**src/design/gprm_pkg.sv**
```systemverilog
`timescale 1ns / 1ps
`default_nettype none
// ----------------------------------------------------------------------------
// Gated pulse RPM meter package
// Shared widths, register indexes, reset values and the result word type.
// ----------------------------------------------------------------------------
package gprm_pkg;

   localparam int COUNT_WIDTH_DEF = 24;
   localparam int TOTAL_W = 24;
   localparam int RPM_W = 30;
   localparam int WIN_W = 8;
   localparam int PPR_W = 8;
   localparam int SPS_W = 20;
   localparam int DIV_W = WIN_W + PPR_W;
   localparam int CSR_IDX_W = 2;
   localparam int CSR_DATA_W = 20;
   localparam int QUEUE_DEPTH = 2;

   localparam logic [CSR_IDX_W-1:0] CSR_WINDOW = 2'd0;
   localparam logic [CSR_IDX_W-1:0] CSR_PPR = 2'd1;
   localparam logic [CSR_IDX_W-1:0] CSR_SPS = 2'd2;

   localparam logic [WIN_W-1:0] WINDOW_RESET = 8'd1;
   localparam logic [PPR_W-1:0] PPR_RESET = 8'd2;
   localparam logic [SPS_W-1:0] SPS_RESET = 20'd10000;

   typedef struct packed {
      logic [TOTAL_W-1:0] pulse_total;
      logic [RPM_W-1:0] speed_rpm;
      logic count_saturated;
   } result_type;

endpackage
`default_nettype wire

```
**src/design/gprm_fifo.sv**
```systemverilog
`timescale 1ns / 1ps
`default_nettype none
// ----------------------------------------------------------------------------
// Small register queue
// First-in first-out buffer of a few words held in flip-flops.
// ----------------------------------------------------------------------------
module gprm_fifo #(
   parameter int WIDTH = 8,
   parameter int DEPTH = 2
) (
   input wire logic clock,
   input wire logic reset,
   input wire logic push,
   input wire logic [WIDTH-1:0] push_data,
   output logic full,
   input wire logic pop,
   output logic [WIDTH-1:0] pop_data,
   output logic empty
);
   localparam int PTR_W = (DEPTH > 1) ? $clog2(DEPTH) : 1;
   localparam int CNT_W = $clog2(DEPTH + 1);

   logic [WIDTH-1:0] mem_ff [DEPTH];
   logic [PTR_W-1:0] wr_ptr_ff, wr_ptr_in, rd_ptr_ff, rd_ptr_in;
   logic [CNT_W-1:0] count_ff, count_in;
   logic do_push, do_pop;

   assign full = (count_ff == CNT_W'(DEPTH));
   assign empty = (count_ff == '0);
   assign do_push = push && !full;
   assign do_pop = pop && !empty;
   assign pop_data = mem_ff[rd_ptr_ff];

   always_comb begin
      wr_ptr_in = wr_ptr_ff;
      rd_ptr_in = rd_ptr_ff;
      count_in = count_ff;
      if (do_push) begin
         wr_ptr_in = (wr_ptr_ff == PTR_W'(DEPTH - 1)) ? '0 : wr_ptr_ff + 1'b1;
      end
      if (do_pop) begin
         rd_ptr_in = (rd_ptr_ff == PTR_W'(DEPTH - 1)) ? '0 : rd_ptr_ff + 1'b1;
      end
      if (do_push && !do_pop) begin
         count_in = count_ff + 1'b1;
      end else if (do_pop && !do_push) begin
         count_in = count_ff - 1'b1;
      end
   end

   always_ff @(posedge clock) begin
      if (reset) begin
         wr_ptr_ff <= '0;
         rd_ptr_ff <= '0;
         count_ff <= '0;
      end else begin
         wr_ptr_ff <= wr_ptr_in;
         rd_ptr_ff <= rd_ptr_in;
         count_ff <= count_in;
      end
   end

   always_ff @(posedge clock) begin
      if (do_push) begin
         mem_ff[wr_ptr_ff] <= push_data;
      end
   end

endmodule
`default_nettype wire

```
**src/design/gprm_front.sv**
```systemverilog
`timescale 1ns / 1ps
`default_nettype none
// ----------------------------------------------------------------------------
// Gated pulse RPM meter front end
// Holds the configuration, counts rising edges and sample ticks, and issues
// one job word with the count, saturation flag and divisor at each window end.
// ----------------------------------------------------------------------------
module gprm_front #(
   parameter int COUNT_WIDTH = gprm_pkg::COUNT_WIDTH_DEF
) (
   input wire logic clock,
   input wire logic reset,
   input wire logic csr_wr_en,
   input wire logic [gprm_pkg::CSR_IDX_W-1:0] csr_index,
   input wire logic [gprm_pkg::CSR_DATA_W-1:0] csr_wdata,
   input wire logic sample_valid,
   input wire logic pin_level,
   output logic job_push,
   output logic [COUNT_WIDTH-1:0] job_count,
   output logic job_saturated,
   output logic [gprm_pkg::DIV_W-1:0] job_divisor
);
   import gprm_pkg::*;

   localparam logic [COUNT_WIDTH-1:0] COUNT_MAX = '1;

   logic [WIN_W-1:0] window_ff;
   logic [PPR_W-1:0] ppr_ff;
   logic [SPS_W-1:0] sps_ff;

   logic primed_ff, primed_in;
   logic prev_ff, prev_in;
   logic [COUNT_WIDTH-1:0] count_ff, count_in;
   logic sat_ff, sat_in;
   logic [SPS_W-1:0] tick_ff, tick_in;
   logic [WIN_W-1:0] sec_ff, sec_in;

   logic rise;
   logic [COUNT_WIDTH-1:0] count_next;
   logic sat_next;
   logic [SPS_W-1:0] tick_next, sps_eff;
   logic [WIN_W-1:0] sec_next, window_eff;
   logic [PPR_W-1:0] ppr_eff;
   logic second_done, window_done;

   assign window_eff = (window_ff == '0) ? WIN_W'(1) : window_ff;
   assign ppr_eff = (ppr_ff == '0) ? PPR_W'(1) : ppr_ff;
   assign sps_eff = (sps_ff == '0) ? SPS_W'(1) : sps_ff;

   always_ff @(posedge clock) begin
      if (reset) begin
         window_ff <= WINDOW_RESET;
         ppr_ff <= PPR_RESET;
         sps_ff <= SPS_RESET;
      end else if (csr_wr_en) begin
         case (csr_index)
            CSR_WINDOW: window_ff <= csr_wdata[WIN_W-1:0];
            CSR_PPR: ppr_ff <= csr_wdata[PPR_W-1:0];
            CSR_SPS: sps_ff <= csr_wdata[SPS_W-1:0];
            default: ;
         endcase
      end
   end

   assign rise = pin_level && !prev_ff;
   assign count_next = (rise && count_ff != COUNT_MAX) ? count_ff + 1'b1 : count_ff;
   assign sat_next = sat_ff || (rise && count_next == COUNT_MAX);
   assign tick_next = tick_ff + 1'b1;
   assign second_done = (tick_next >= sps_eff);
   assign sec_next = second_done ? sec_ff + 1'b1 : sec_ff;
   assign window_done = (sec_next >= window_eff);

   always_comb begin
      primed_in = primed_ff;
      prev_in = prev_ff;
      count_in = count_ff;
      sat_in = sat_ff;
      tick_in = tick_ff;
      sec_in = sec_ff;
      job_push = 1'b0;
      if (sample_valid) begin
         prev_in = pin_level;
         if (!primed_ff) begin
            primed_in = 1'b1;
         end else if (window_done) begin
            job_push = 1'b1;
            count_in = '0;
            sat_in = 1'b0;
            tick_in = '0;
            sec_in = '0;
         end else begin
            count_in = count_next;
            sat_in = sat_next;
            tick_in = second_done ? '0 : tick_next;
            sec_in = sec_next;
         end
      end
   end

   assign job_count = count_next;
   assign job_saturated = sat_next;
   assign job_divisor = DIV_W'(window_eff) * DIV_W'(ppr_eff);

   always_ff @(posedge clock) begin
      if (reset) begin
         primed_ff <= 1'b0;
         prev_ff <= 1'b0;
         count_ff <= '0;
         sat_ff <= 1'b0;
         tick_ff <= '0;
         sec_ff <= '0;
      end else begin
         primed_ff <= primed_in;
         prev_ff <= prev_in;
         count_ff <= count_in;
         sat_ff <= sat_in;
         tick_ff <= tick_in;
         sec_ff <= sec_in;
      end
   end

endmodule
`default_nettype wire

```
**src/design/gprm_back.sv**
```systemverilog
`timescale 1ns / 1ps
`default_nettype none
// ----------------------------------------------------------------------------
// Gated pulse RPM meter back end
// Takes one job word, scales the count by sixty, divides it by the divisor
// one quotient bit per cycle and delivers the clamped result word.
// ----------------------------------------------------------------------------
module gprm_back #(
   parameter int COUNT_WIDTH = gprm_pkg::COUNT_WIDTH_DEF
) (
   input wire logic clock,
   input wire logic reset,
   input wire logic job_empty,
   input wire logic [COUNT_WIDTH-1:0] job_count,
   input wire logic job_saturated,
   input wire logic [gprm_pkg::DIV_W-1:0] job_divisor,
   output logic job_pop,
   input wire logic res_full,
   output logic res_push,
   output gprm_pkg::result_type res_data
);
   import gprm_pkg::*;

   localparam int DW = COUNT_WIDTH + 6;
   localparam int STEP_W = $clog2(DW + 1);
   localparam int EXT_W = 38;

   localparam logic [1:0] S_IDLE = 2'd0;
   localparam logic [1:0] S_BUSY = 2'd1;
   localparam logic [1:0] S_DONE = 2'd2;

   logic [1:0] state_ff, state_in;
   logic [STEP_W-1:0] step_ff, step_in;
   logic [DW-1:0] quo_ff, quo_in;
   logic [DIV_W-1:0] rem_ff, rem_in;
   logic [DIV_W-1:0] div_ff, div_in;
   logic [TOTAL_W-1:0] total_ff, total_in;
   logic sat_ff, sat_in;

   logic [DW-1:0] dividend;
   logic [31:0] count_ext;
   logic [DIV_W:0] trial;
   logic fits;
   logic [EXT_W-1:0] quo_ext;

   assign dividend = (DW'(job_count) << 6) - (DW'(job_count) << 2);
   assign count_ext = 32'(job_count);
   assign trial = {rem_ff, quo_ff[DW-1]};
   assign fits = (trial >= {1'b0, div_ff});
   assign quo_ext = EXT_W'(quo_ff);

   always_comb begin
      state_in = state_ff;
      step_in = step_ff;
      quo_in = quo_ff;
      rem_in = rem_ff;
      div_in = div_ff;
      total_in = total_ff;
      sat_in = sat_ff;
      job_pop = 1'b0;
      res_push = 1'b0;
      case (state_ff)
         S_IDLE: begin
            if (!job_empty) begin
               job_pop = 1'b1;
               quo_in = dividend;
               rem_in = '0;
               div_in = job_divisor;
               total_in = (|count_ext[31:TOTAL_W]) ? '1 : count_ext[TOTAL_W-1:0];
               sat_in = job_saturated;
               step_in = STEP_W'(DW);
               state_in = S_BUSY;
            end
         end
         S_BUSY: begin
            rem_in = fits ? DIV_W'(trial - {1'b0, div_ff}) : trial[DIV_W-1:0];
            quo_in = {quo_ff[DW-2:0], fits};
            step_in = step_ff - 1'b1;
            if (step_ff == STEP_W'(1)) begin
               state_in = S_DONE;
            end
         end
         S_DONE: begin
            if (!res_full) begin
               res_push = 1'b1;
               state_in = S_IDLE;
            end
         end
         default: state_in = S_IDLE;
      endcase
   end

   assign res_data.pulse_total = total_ff;
   assign res_data.speed_rpm = (|quo_ext[EXT_W-1:RPM_W]) ? '1 : quo_ext[RPM_W-1:0];
   assign res_data.count_saturated = sat_ff;

   always_ff @(posedge clock) begin
      if (reset) begin
         state_ff <= S_IDLE;
         step_ff <= '0;
      end else begin
         state_ff <= state_in;
         step_ff <= step_in;
      end
   end

   always_ff @(posedge clock) begin
      quo_ff <= quo_in;
      rem_ff <= rem_in;
      div_ff <= div_in;
      total_ff <= total_in;
      sat_ff <= sat_in;
   end

endmodule
`default_nettype wire

```
**src/design/gated_pulse_rpm_meter.sv**
```systemverilog
`timescale 1ns / 1ps
`default_nettype none
// ----------------------------------------------------------------------------
// Gated pulse RPM meter
// Counts rising edges of a sampled pulse input over a window of whole
// seconds and reports the pulse total and the shaft speed in RPM.
//
// Each word pushed on the req_ side is one sample of the pin. The first
// sample after reset only sets the previous level. Later samples count
// edges and time; the sample that completes the window yields one result
// word, read on the rsp_ side with empty and pop. A sample is taken in
// the cycle it is pushed while the job queue has room, so one sample per
// cycle is accepted. At a window end the back end pops the job, runs it
// through its one-bit-per-cycle restoring divider and pushes the result
// word, taking no new job until then; the word waits in a two-entry
// result queue. Two jobs can wait behind the divider, so full rises
// only when windows end faster than the divider or when unread result
// words fill the result queue and the jobs back up behind it.
// Reset clears all counters and queues and loads the register defaults:
// window 1 second, 2 pulses per revolution, 10000 samples per second.
// Registers are written through the csr_ port with no wait.
// ----------------------------------------------------------------------------
module gated_pulse_rpm_meter #(
   parameter int COUNT_WIDTH = gprm_pkg::COUNT_WIDTH_DEF
) (
   input wire logic clock,
   input wire logic reset,
   input wire logic csr_wr_en,
   input wire logic [gprm_pkg::CSR_IDX_W-1:0] csr_index,
   input wire logic [gprm_pkg::CSR_DATA_W-1:0] csr_wdata,
   input wire logic push,
   output logic full,
   input wire logic req_pin_level,
   input wire logic pop,
   output logic empty,
   output logic [gprm_pkg::TOTAL_W-1:0] rsp_pulse_total,
   output logic [gprm_pkg::RPM_W-1:0] rsp_speed_rpm,
   output logic rsp_count_saturated
);
   import gprm_pkg::*;

   localparam int JOB_W = COUNT_WIDTH + 1 + DIV_W;
   localparam int RES_W = $bits(result_type);

   logic job_push, job_pop, job_full, job_empty;
   logic [COUNT_WIDTH-1:0] fe_count, be_count;
   logic fe_sat, be_sat;
   logic [DIV_W-1:0] fe_div, be_div;
   logic [JOB_W-1:0] job_wdata, job_rdata;
   logic res_push, res_full;
   result_type res_wdata, res_rdata;
   logic [RES_W-1:0] res_rbits;

   assign full = job_full;

   gprm_front #(
      .COUNT_WIDTH(COUNT_WIDTH)
   ) u_front (
      .clock(clock),
      .reset(reset),
      .csr_wr_en(csr_wr_en),
      .csr_index(csr_index),
      .csr_wdata(csr_wdata),
      .sample_valid(push && !job_full),
      .pin_level(req_pin_level),
      .job_push(job_push),
      .job_count(fe_count),
      .job_saturated(fe_sat),
      .job_divisor(fe_div)
   );

   assign job_wdata = {fe_count, fe_sat, fe_div};
   assign {be_count, be_sat, be_div} = job_rdata;

   gprm_fifo #(
      .WIDTH(JOB_W),
      .DEPTH(QUEUE_DEPTH)
   ) u_job_queue (
      .clock(clock),
      .reset(reset),
      .push(job_push),
      .push_data(job_wdata),
      .full(job_full),
      .pop(job_pop),
      .pop_data(job_rdata),
      .empty(job_empty)
   );

   gprm_back #(
      .COUNT_WIDTH(COUNT_WIDTH)
   ) u_back (
      .clock(clock),
      .reset(reset),
      .job_empty(job_empty),
      .job_count(be_count),
      .job_saturated(be_sat),
      .job_divisor(be_div),
      .job_pop(job_pop),
      .res_full(res_full),
      .res_push(res_push),
      .res_data(res_wdata)
   );

   gprm_fifo #(
      .WIDTH(RES_W),
      .DEPTH(QUEUE_DEPTH)
   ) u_res_queue (
      .clock(clock),
      .reset(reset),
      .push(res_push),
      .push_data(res_wdata),
      .full(res_full),
      .pop(pop),
      .pop_data(res_rbits),
      .empty(empty)
   );

   assign res_rdata = res_rbits;
   assign rsp_pulse_total = res_rdata.pulse_total;
   assign rsp_speed_rpm = res_rdata.speed_rpm;
   assign rsp_count_saturated = res_rdata.count_saturated;

endmodule
`default_nettype wire
```
**config.mk**
```make
export PLATFORM = sky130hd
export DESIGN_NAME = gated_pulse_rpm_meter
export DESIGN_NICKNAME = d
export VERILOG_FILES = /design/src/design/gprm_pkg.sv /design/src/design/gprm_fifo.sv /design/src/design/gprm_front.sv /design/src/design/gprm_back.sv /design/src/design/gated_pulse_rpm_meter.sv
export SDC_FILE = /design/constraint.sdc
export NUM_CORES = 1
export LEC_CHECK = 0
export BUFFER_PORTS_ARGS = -buffer_cell sky130_fd_sc_hd__buf_4
export CORE_ASPECT_RATIO = 0.5
export CORE_MARGIN = 2
export CORE_UTILIZATION = 65
export DETAILED_ROUTE_END_ITERATION = 8
export PLACE_DENSITY = 0.86
export SYNTH_ARGS = -nofsm -noshare
export SYNTH_HDL_FRONTEND = slang
export SYNTH_HIERARCHICAL = 1
export SYNTH_SLANG_ARGS = --single-unit
```
**constraint.sdc**
```tcl
create_clock -name clock -period 9.2 [get_ports clock]
set_input_delay 0.92 -clock clock [delete_from_list [all_inputs] [get_ports clock]]
set_output_delay 0.92 -clock clock [all_outputs]
set_load 0.005 [all_outputs]
```
# After elaboration in Yosys (flattened, before gate mapping)

Memories as Yosys holds them, arrays and structs flattened. A register that Yosys moved wholly into a read port is not among the register bits.
Index checks and enable logic that the tools add are counted.

$lt $le $gt $ge: 3
Eq/ne operators: 12
Bitwise operators: 1
Reduce and logical (&&, ||, !) cells: 39
Multiply operators: 1
Add/subtract/negate cells: 14
Muxes and demuxes: 44

Operator list:

| kind                                           | count |
|---|---|
| two-way mux 20 bit                             | 3 |
| one-hot mux 30 bit (2 select lines)            | 1 |
| two-way mux 24 bit                             | 2 |
| two-way mux 16 bit                             | 2 |
| two-way mux 8 bit                              | 4 |
| one-hot mux 16 bit (2 select lines)            | 1 |
| two-way mux 30 bit                             | 1 |
| subtractor 30 x 26 -> 30 bit                   | 1 |
| adder 24 x 1 -> 24 bit (second input constant) | 1 |
| == test 24 bit (second input constant)         | 1 |
| inequality test 24 bit (second input constant) | 1 |
| adder 20 x 1 -> 20 bit (second input constant) | 1 |
| greater-or-equal comparator 20 bit             | 1 |
| zero test 20 bit                               | 1 |
| two-way mux 1 bit                              | 20 |
| greater-or-equal comparator 17 x 16 -> 1 bit   | 1 |
| zero test 8 bit                                | 2 |
| multiplier 8 x 8 -> 16 bit                     | 1 |
| subtractor 16 bit                              | 1 |
| two-way mux 2 bit                              | 7 |
| logical AND 1 bit                              | 12 |
| AND reduction 2 bit                            | 6 |
| one-hot mux 5 bit (2 select lines)             | 1 |
| zero test 1 bit                                | 9 |
| other kinds (18)                               | 33 |

Logic and storage cells: 138
Memory bits (writable): 192
Memories kept: 2
Bits in registers: 193
Output and inout bits: 57

Memories:

| memory             | depth | bits a word | rd ports | clocked after Yosys merged registers in | write ports | line            | RTL |
|---|---|---|---|---|---|---|---|
| u_res_queue.mem_ff | 2     | 55          | 1        | 1                                       | 1           | gprm_fifo.sv:23 | `logic [WIDTH-1:0] mem_ff [DEPTH];` |
| u_job_queue.mem_ff | 2     | 41          | 1        | 1                                       | 1           | gprm_fifo.sv:23 |  |

# Longest topological paths before layout

Depth in word-level cells: 13
Depth in mapped cells: 29
Gate-level depth less buffers: 27

# By module

Netlist, hierarchy kept.

Modules (own cells, without submodules):

| module                  | seq. area each (um^2) | cells each | times used | area an instance (um^2) |
|---|---|---|---|---|
| gprm_front              | 1821.7                | 949        | 1          | 7472.2 |
| gprm_back               | 2752.6                | 565        | 1          | 5749.3 |
| gprm_fifo (u_res_queue) | 3403.3                | 196        | 1          | 4182.8 |
| gprm_fifo (u_job_queue) | 2562.5                | 153        | 1          | 3166.8 |
| gated_pulse_rpm_meter   | 0.0                   | 1          | 1          | 13.8 |

# Worst setup path before layout

No wires, ideal clock.

Path type: reg-to-reg
From: register u_front.tick_ff[2]
To: memory u_job_queue/mem_ff[0][0] (netlist name), enable pin
Stages on the path, launching flop included: 27
Buffers on the path: 3
Slack: 3444 ps
Period minus slack after synthesis: 5756 ps
Arrival time: 5360 ps
Path through: dfxtp_1 > and3_1 > and3_1 > clkbuf_1 > nand4_1 > inv_1 > nand2_1 > xnor2_1 > ha_1 > and4_1 > nand3_1 > nor3_1 > a21oi_1 > o31ai_2 > clkbuf_1 > xnor2_1 > ha_1 > nand2b_1 > a21o_1 > a21oi_1 > o21ai_0 > o22ai_1 > clkbuf_1 > nor2_1 > inv_1 > or3_1 > inv_1

Cells in the longest elaborated chain, start to end: 10

Ends and longest elaborated chain:

| what                                    | line                        | RTL |
|---|---|---|
| start, declared                         | gprm_front.sv:35            | `logic [SPS_W-1:0] tick_ff, tick_in;` |
| start signal, assigned                  | gprm_front.sv:117           | `tick_ff <= tick_in;` |
| adder 20 x 1 -> 20 bit                  | gprm_front.sv:68            | `assign tick_next = tick_ff + 1'b1;` |
| greater-or-equal comparator 20 bit      | gprm_front.sv:69            | `assign second_done = (tick_next >= sps_eff);` |
| two-way mux 8 bit                       | gprm_front.sv:70            | `assign sec_next = second_done ? sec_ff + 1'b1 : sec_ff;` |
| greater-or-equal comparator 8 bit       | gprm_front.sv:71            | `assign window_done = (sec_next >= window_eff);` |
| two-way mux 1 bit                       | gprm_front.sv:85            | `end else if (window_done) begin` |
| two-way mux 1 bit                       | gprm_front.sv:83            | `if (!primed_ff) begin` |
| two-way mux 1 bit                       | gprm_front.sv:81            | `if (sample_valid) begin` |
| named net job_push                      | gated_pulse_rpm_meter.sv:45 | `logic job_push, job_pop, job_full, job_empty;` |
| logical AND 1 bit                       | gprm_fifo.sv:30             | `assign do_push = push && !full;` |
| two-way mux 1 bit                       | gprm_fifo.sv:64             | `if (do_push) begin` |
| two-way mux 1 bit (not written as such) | gprm_fifo.sv:65             | `mem_ff[wr_ptr_ff] <= push_data;` |
| end, declared                           | gprm_fifo.sv:23             |  |

The timed path passes the listed nets, and every way through them passes these cells.

# Worst setup path in the final report

From: register u_front.tick_ff[0]
To: register u_front.tick_ff[16]

Cells in the longest elaborated chain, start to end: 5

Ends and longest elaborated chain:

| what                               | line |
|---|---|
| adder 20 x 1 -> 20 bit (*)         | gprm_front.sv:68 |
| greater-or-equal comparator 20 bit | gprm_front.sv:69 |
| two-way mux 8 bit                  | gprm_front.sv:70 |
| greater-or-equal comparator 8 bit  | gprm_front.sv:71 |
| two-way mux 20 bit (*)             | gprm_front.sv:85 |

Mark *: on every way between the ends. The rest lies on a longest branch, timed or not.
A chain may end at the register's enable or synchronous reset.

==> results by group <==
Logic synthesis
  • Mean Syn Cell Area: 11.04 sq um
  • Number of synthesized flops with an enable pin: 279
  • Post-synthesis sequential area ratio: 0.5120
  • Cell variety after synth: 82
  • Yosys reg bits: 387
  • Primary FF master, synth: edfxtp_1
  • Cells after Synth: 1864
  • Syn. warnings: 6
  • Post-synth net total: 2037
  • Cell area after synthesis: 20580 sq um
  • Ys async rst share: 0

Hold path
  • Hold/Removal Path Class: reg -> reg

Timing
  • Worst slew margin: 0.1221
  • Hold Fails Final Rpt: 0
  • Actual slew at the worst max-slew pin: 1.310 ns
  • TNS Setup: 0 ns
  • Max-slew violations: 0
  • RSZ-0062 raised after global routing: false
  • Final period util: 0.6681
  • Fmax: 162.7 MHz
  • Layout Skew: 0.02135 ns
  • Count of final setup violators: 0
  • Min Tclk post-route: 6.147 ns

Power and ir drop
  • Sequential share of power: 0.532
  • PD cells: 158.5 nW/um^2
  • Gate power share: 0.072
  • Maximum vdd drop: 0.1021 mV
  • Clk pwr share: 0.396
  • Switch Pwr: 811.8 uW
  • Leakage power: 0.008838 uW
  • Internal cell power: 2768 uW
  • Switching Share: 0.2268

Clock network
  • Max Root-Sink Buffers: 3
  • Htree depth: 2
  • CTS tree: yes
  • CTS resizes: 0
  • Hold-fix buffers, CTS: 0
  • Skew-Pair Late Insertion Delay: 0.55 ns
  • CTS Buf Count: 34
  • CTS sink count: 387
  • Clk pin slew, worst setup/hold paths: ~0.070 ns
  • CTS Root Cell: clkbuf_16
  • Post-CTS Setup Bufs: 0

Die
  • Row count: 45
  • Core Region: 30740 sq um
  • Die Height: between 100 and 150 um
  • Boundary pin count: 85
  • Chip width: 255.7 um
  • Effective utilization at floorplan: 0.6696
  • Die Area: ~33000 sq um

Placement
  • Placed cell area: 21500 sq um
  • DPL Wire Length: roughly 29 mm
  • Routability cong.: 0.8926
  • I/O Buffers: 84

Final layout
  • Area of the multi-input gates: 9106 sq um
  • # nets final: 2087
  • # diodes: 0
  • Layout Area Growth over Synthesis: 9.689%
  • Final instance area: 22580 sq um
  • # fillers: 2027
  • Fraction of layout cells with a size suffix above 1: 0.1428
  • FF/Latch Area: 10540 sq um

Worst setup path
  • Crit-path cells: ha_1, nand3_1, nor2_1, nand4_1, nor2_1, xor2_1, ha_1, and4_1, nand3_1, nor3_1, a21oi_1, o31ai_2, buf_4, mux2_2, ha_1, a21o_1, a21oi_1, o21ai_0, o22a_1, nor3_2, o21ai_0, nand2_1
  • Worst R2R Setup Slack: 3.05 ns
  • Setup CP Type: reg -> reg
  • CP max stage delay: 1.12 ns
  • CP required: just under 10 ns
  • Crit end category: register
  • Critical path's top delay family: simple AND/OR/NAND/NOR gates
  • Most used cell along the critical path: ha_1
  • Critical Path Fanout Max: 26
  • Signal arrival time at the worst endpoint: 6.63 ns
  • Crit path buffers/inverters: 1
  • Startpoint Class: register
  • CP max stage cell: nor3_2

Drt
  • Via density: 6.058
  • Drt wl/cell: between 15 and 20 um
  • 1st-iter DRT viols: between 1000 and 1500
  • Vias after detailed routing: 14320
  • Final wirelength: 43.80 mm
  • Routed Antenna Nets: 0
  • Drt pass-1 iters: 6
  • Residual DRC count: 0

Global route
  • Pin count of the biggest net entering global routing: 84
  • Total track usage: 0.2630
  • First-pass GRT wire length: 70.48 mm
  • Vias in the first global route: roughly 14000
  • Initial antenna violation count: 0
  • Total grt overflow: 0

Status
  • Status: finished, final reports clean

Flow run
  • Max-cap violations: 0
[cell usage after synthesis (37+ instances only)]
master    instances  area, sq um
mux2_2           94         1059
a21oi_1         123        615.6
nand2_1         159        596.8
xnor2_1          56        490.5
o21ai_0          55        275.3
edfxtp_1        279         8378
nand3_1          38        190.2
nor2_1          151        566.8
fa_1             37        740.7
dfxtp_1         108         2162
inv_1           157        589.3
xor2_1           37        324.1
clkbuf_1         59        221.5
ha_1            108         1351
[path summary, 6_finish.rpt]
kind | end | from | cells after the start
setup / recovery | u_front/tick_ff[16] | u_front/tick_ff[0] | 22
hold / removal | u_res_queue/mem_ff[0][50] | u_back/total_ff[19] | 0
setup reg to reg | u_front/tick_ff[16] | u_front/tick_ff[0] | 22
hold reg to reg | u_res_queue/mem_ff[0][50] | u_back/total_ff[19] | 0
[stage by stage]
stage / hold WS [ns] / utilization / setup slack [ns] / instances / total power, uW
2_1_floorplan: 0.4215 / - / 3.444 / 1864 / 2108
4_1_cts: 0.4499 / 0.7345 / 3.150 / 2363 / 3592
5_1_grt: 0.4587 / 0.7345 / 2.585 / 2363 / 3683
3_5_place_dp: 0.4333 / 0.6992 / 3.251 / 2301 / 2196
6_report: 0.4505 / 0.7345 / 3.053 / 2363 / 3580
3_3_place_gp: 0.4233 / 0.6992 / 3.377 / 2301 / 2186
[sequential cells by signal, summed over array words and instances, names as in the netlist, 2 cells and up, named ones only]
| signal | count |
|---|---|
| u_res_queue/mem_ff | 110 |
| u_job_queue/mem_ff | 82 |
| u_back/quo_ff | 30 |
| u_back/total_ff | 24 |
| u_front/count_ff | 24 |
| u_front/sps_ff | 20 |
| u_front/tick_ff | 20 |
| u_back/div_ff | 16 |
| u_back/rem_ff | 16 |
| u_front/ppr_ff | 8 |
| u_front/sec_ff | 8 |
| u_front/window_ff | 8 |
| u_back/step_ff | 5 |
| u_back/state_ff | 2 |
| u_job_queue/count_ff | 2 |
| u_res_queue/count_ff | 2 |
[layer usage]
layer  part of all wire  routed length, um  GRT usage
met1               0.43              18850     0.3566
met2               0.47              20620     0.4415
met3              0.077               3391    0.04526
met4              0.021                936    0.08222
met5                  0                  0          0
[area by class of cell]
class                   instances  share of cell area
clock inverters                19            0.007425
multi-input cells            1237              0.4033
inverters                     157             0.02610
well taps                     423             0.02344
flip-flops and latches        387              0.4669
clock buffers                  43             0.04056
repair buffers                 97             0.03225
[cell families after synthesis]
logic type                 synth area share
AOI/OAI and AO/OA                    0.1050
adders and majority gates            0.1016
buffers and inverters               0.04662
muxes                               0.06328
and+or+nand+nor                      0.1318
xor gates and xnor gates            0.03957
DFF                                  0.5120
[cell usage in the layout, fill, tap and decap left out, drive strengths merged, types with 17 or more instances in the layout]
cell / count
edfxtp: 279
nand2: 159
inv: 159
nor2: 151
a21oi: 123
ha: 108
dfxtp: 108
buf: 97
mux2: 97
xnor2: 56
o21ai: 55
clkbuf: 43
nand3: 39
xor2: 37
fa: 37
nor3: 32
and2: 27
a21o: 23
a22oi: 22
mux2i: 21
nor2b: 20
nand4: 19
nor4: 18
or3: 17
and3: 17
[worst register-to-register path, stage by stage (launching register included)]
cell and delay (ns):
dfxtp_1 0.40, ha_1 0.26, nand3_1 0.14, nor2_1 0.15
nand4_1 0.27, nor2_1 0.22, xor2_1 0.25, ha_1 0.19
and4_1 0.20, nand3_1 0.12, nor3_1 0.20, a21oi_1 0.13
o31ai_2 0.24, buf_4 0.25, mux2_2 0.38, ha_1 0.27
a21o_1 0.15, a21oi_1 0.12, o21ai_0 0.13, o22a_1 0.55
nor3_2 1.13, o21ai_0 0.24, nand2_1 0.12
[power groups by stage]
stage / Clock, uW / Sequential [uW] / Combinational, uW
3_3_place_gp: 0 / 1940 / 246
6_report: 1420 / 1910 / 259
5_1_grt: 1490 / 1910 / 282
2_1_floorplan: 0 / 1930 / 176
3_5_place_dp: 0 / 1940 / 253
4_1_cts: 1430 / 1900 / 258
Note: power is estimated with default switching activity, not from simulation.
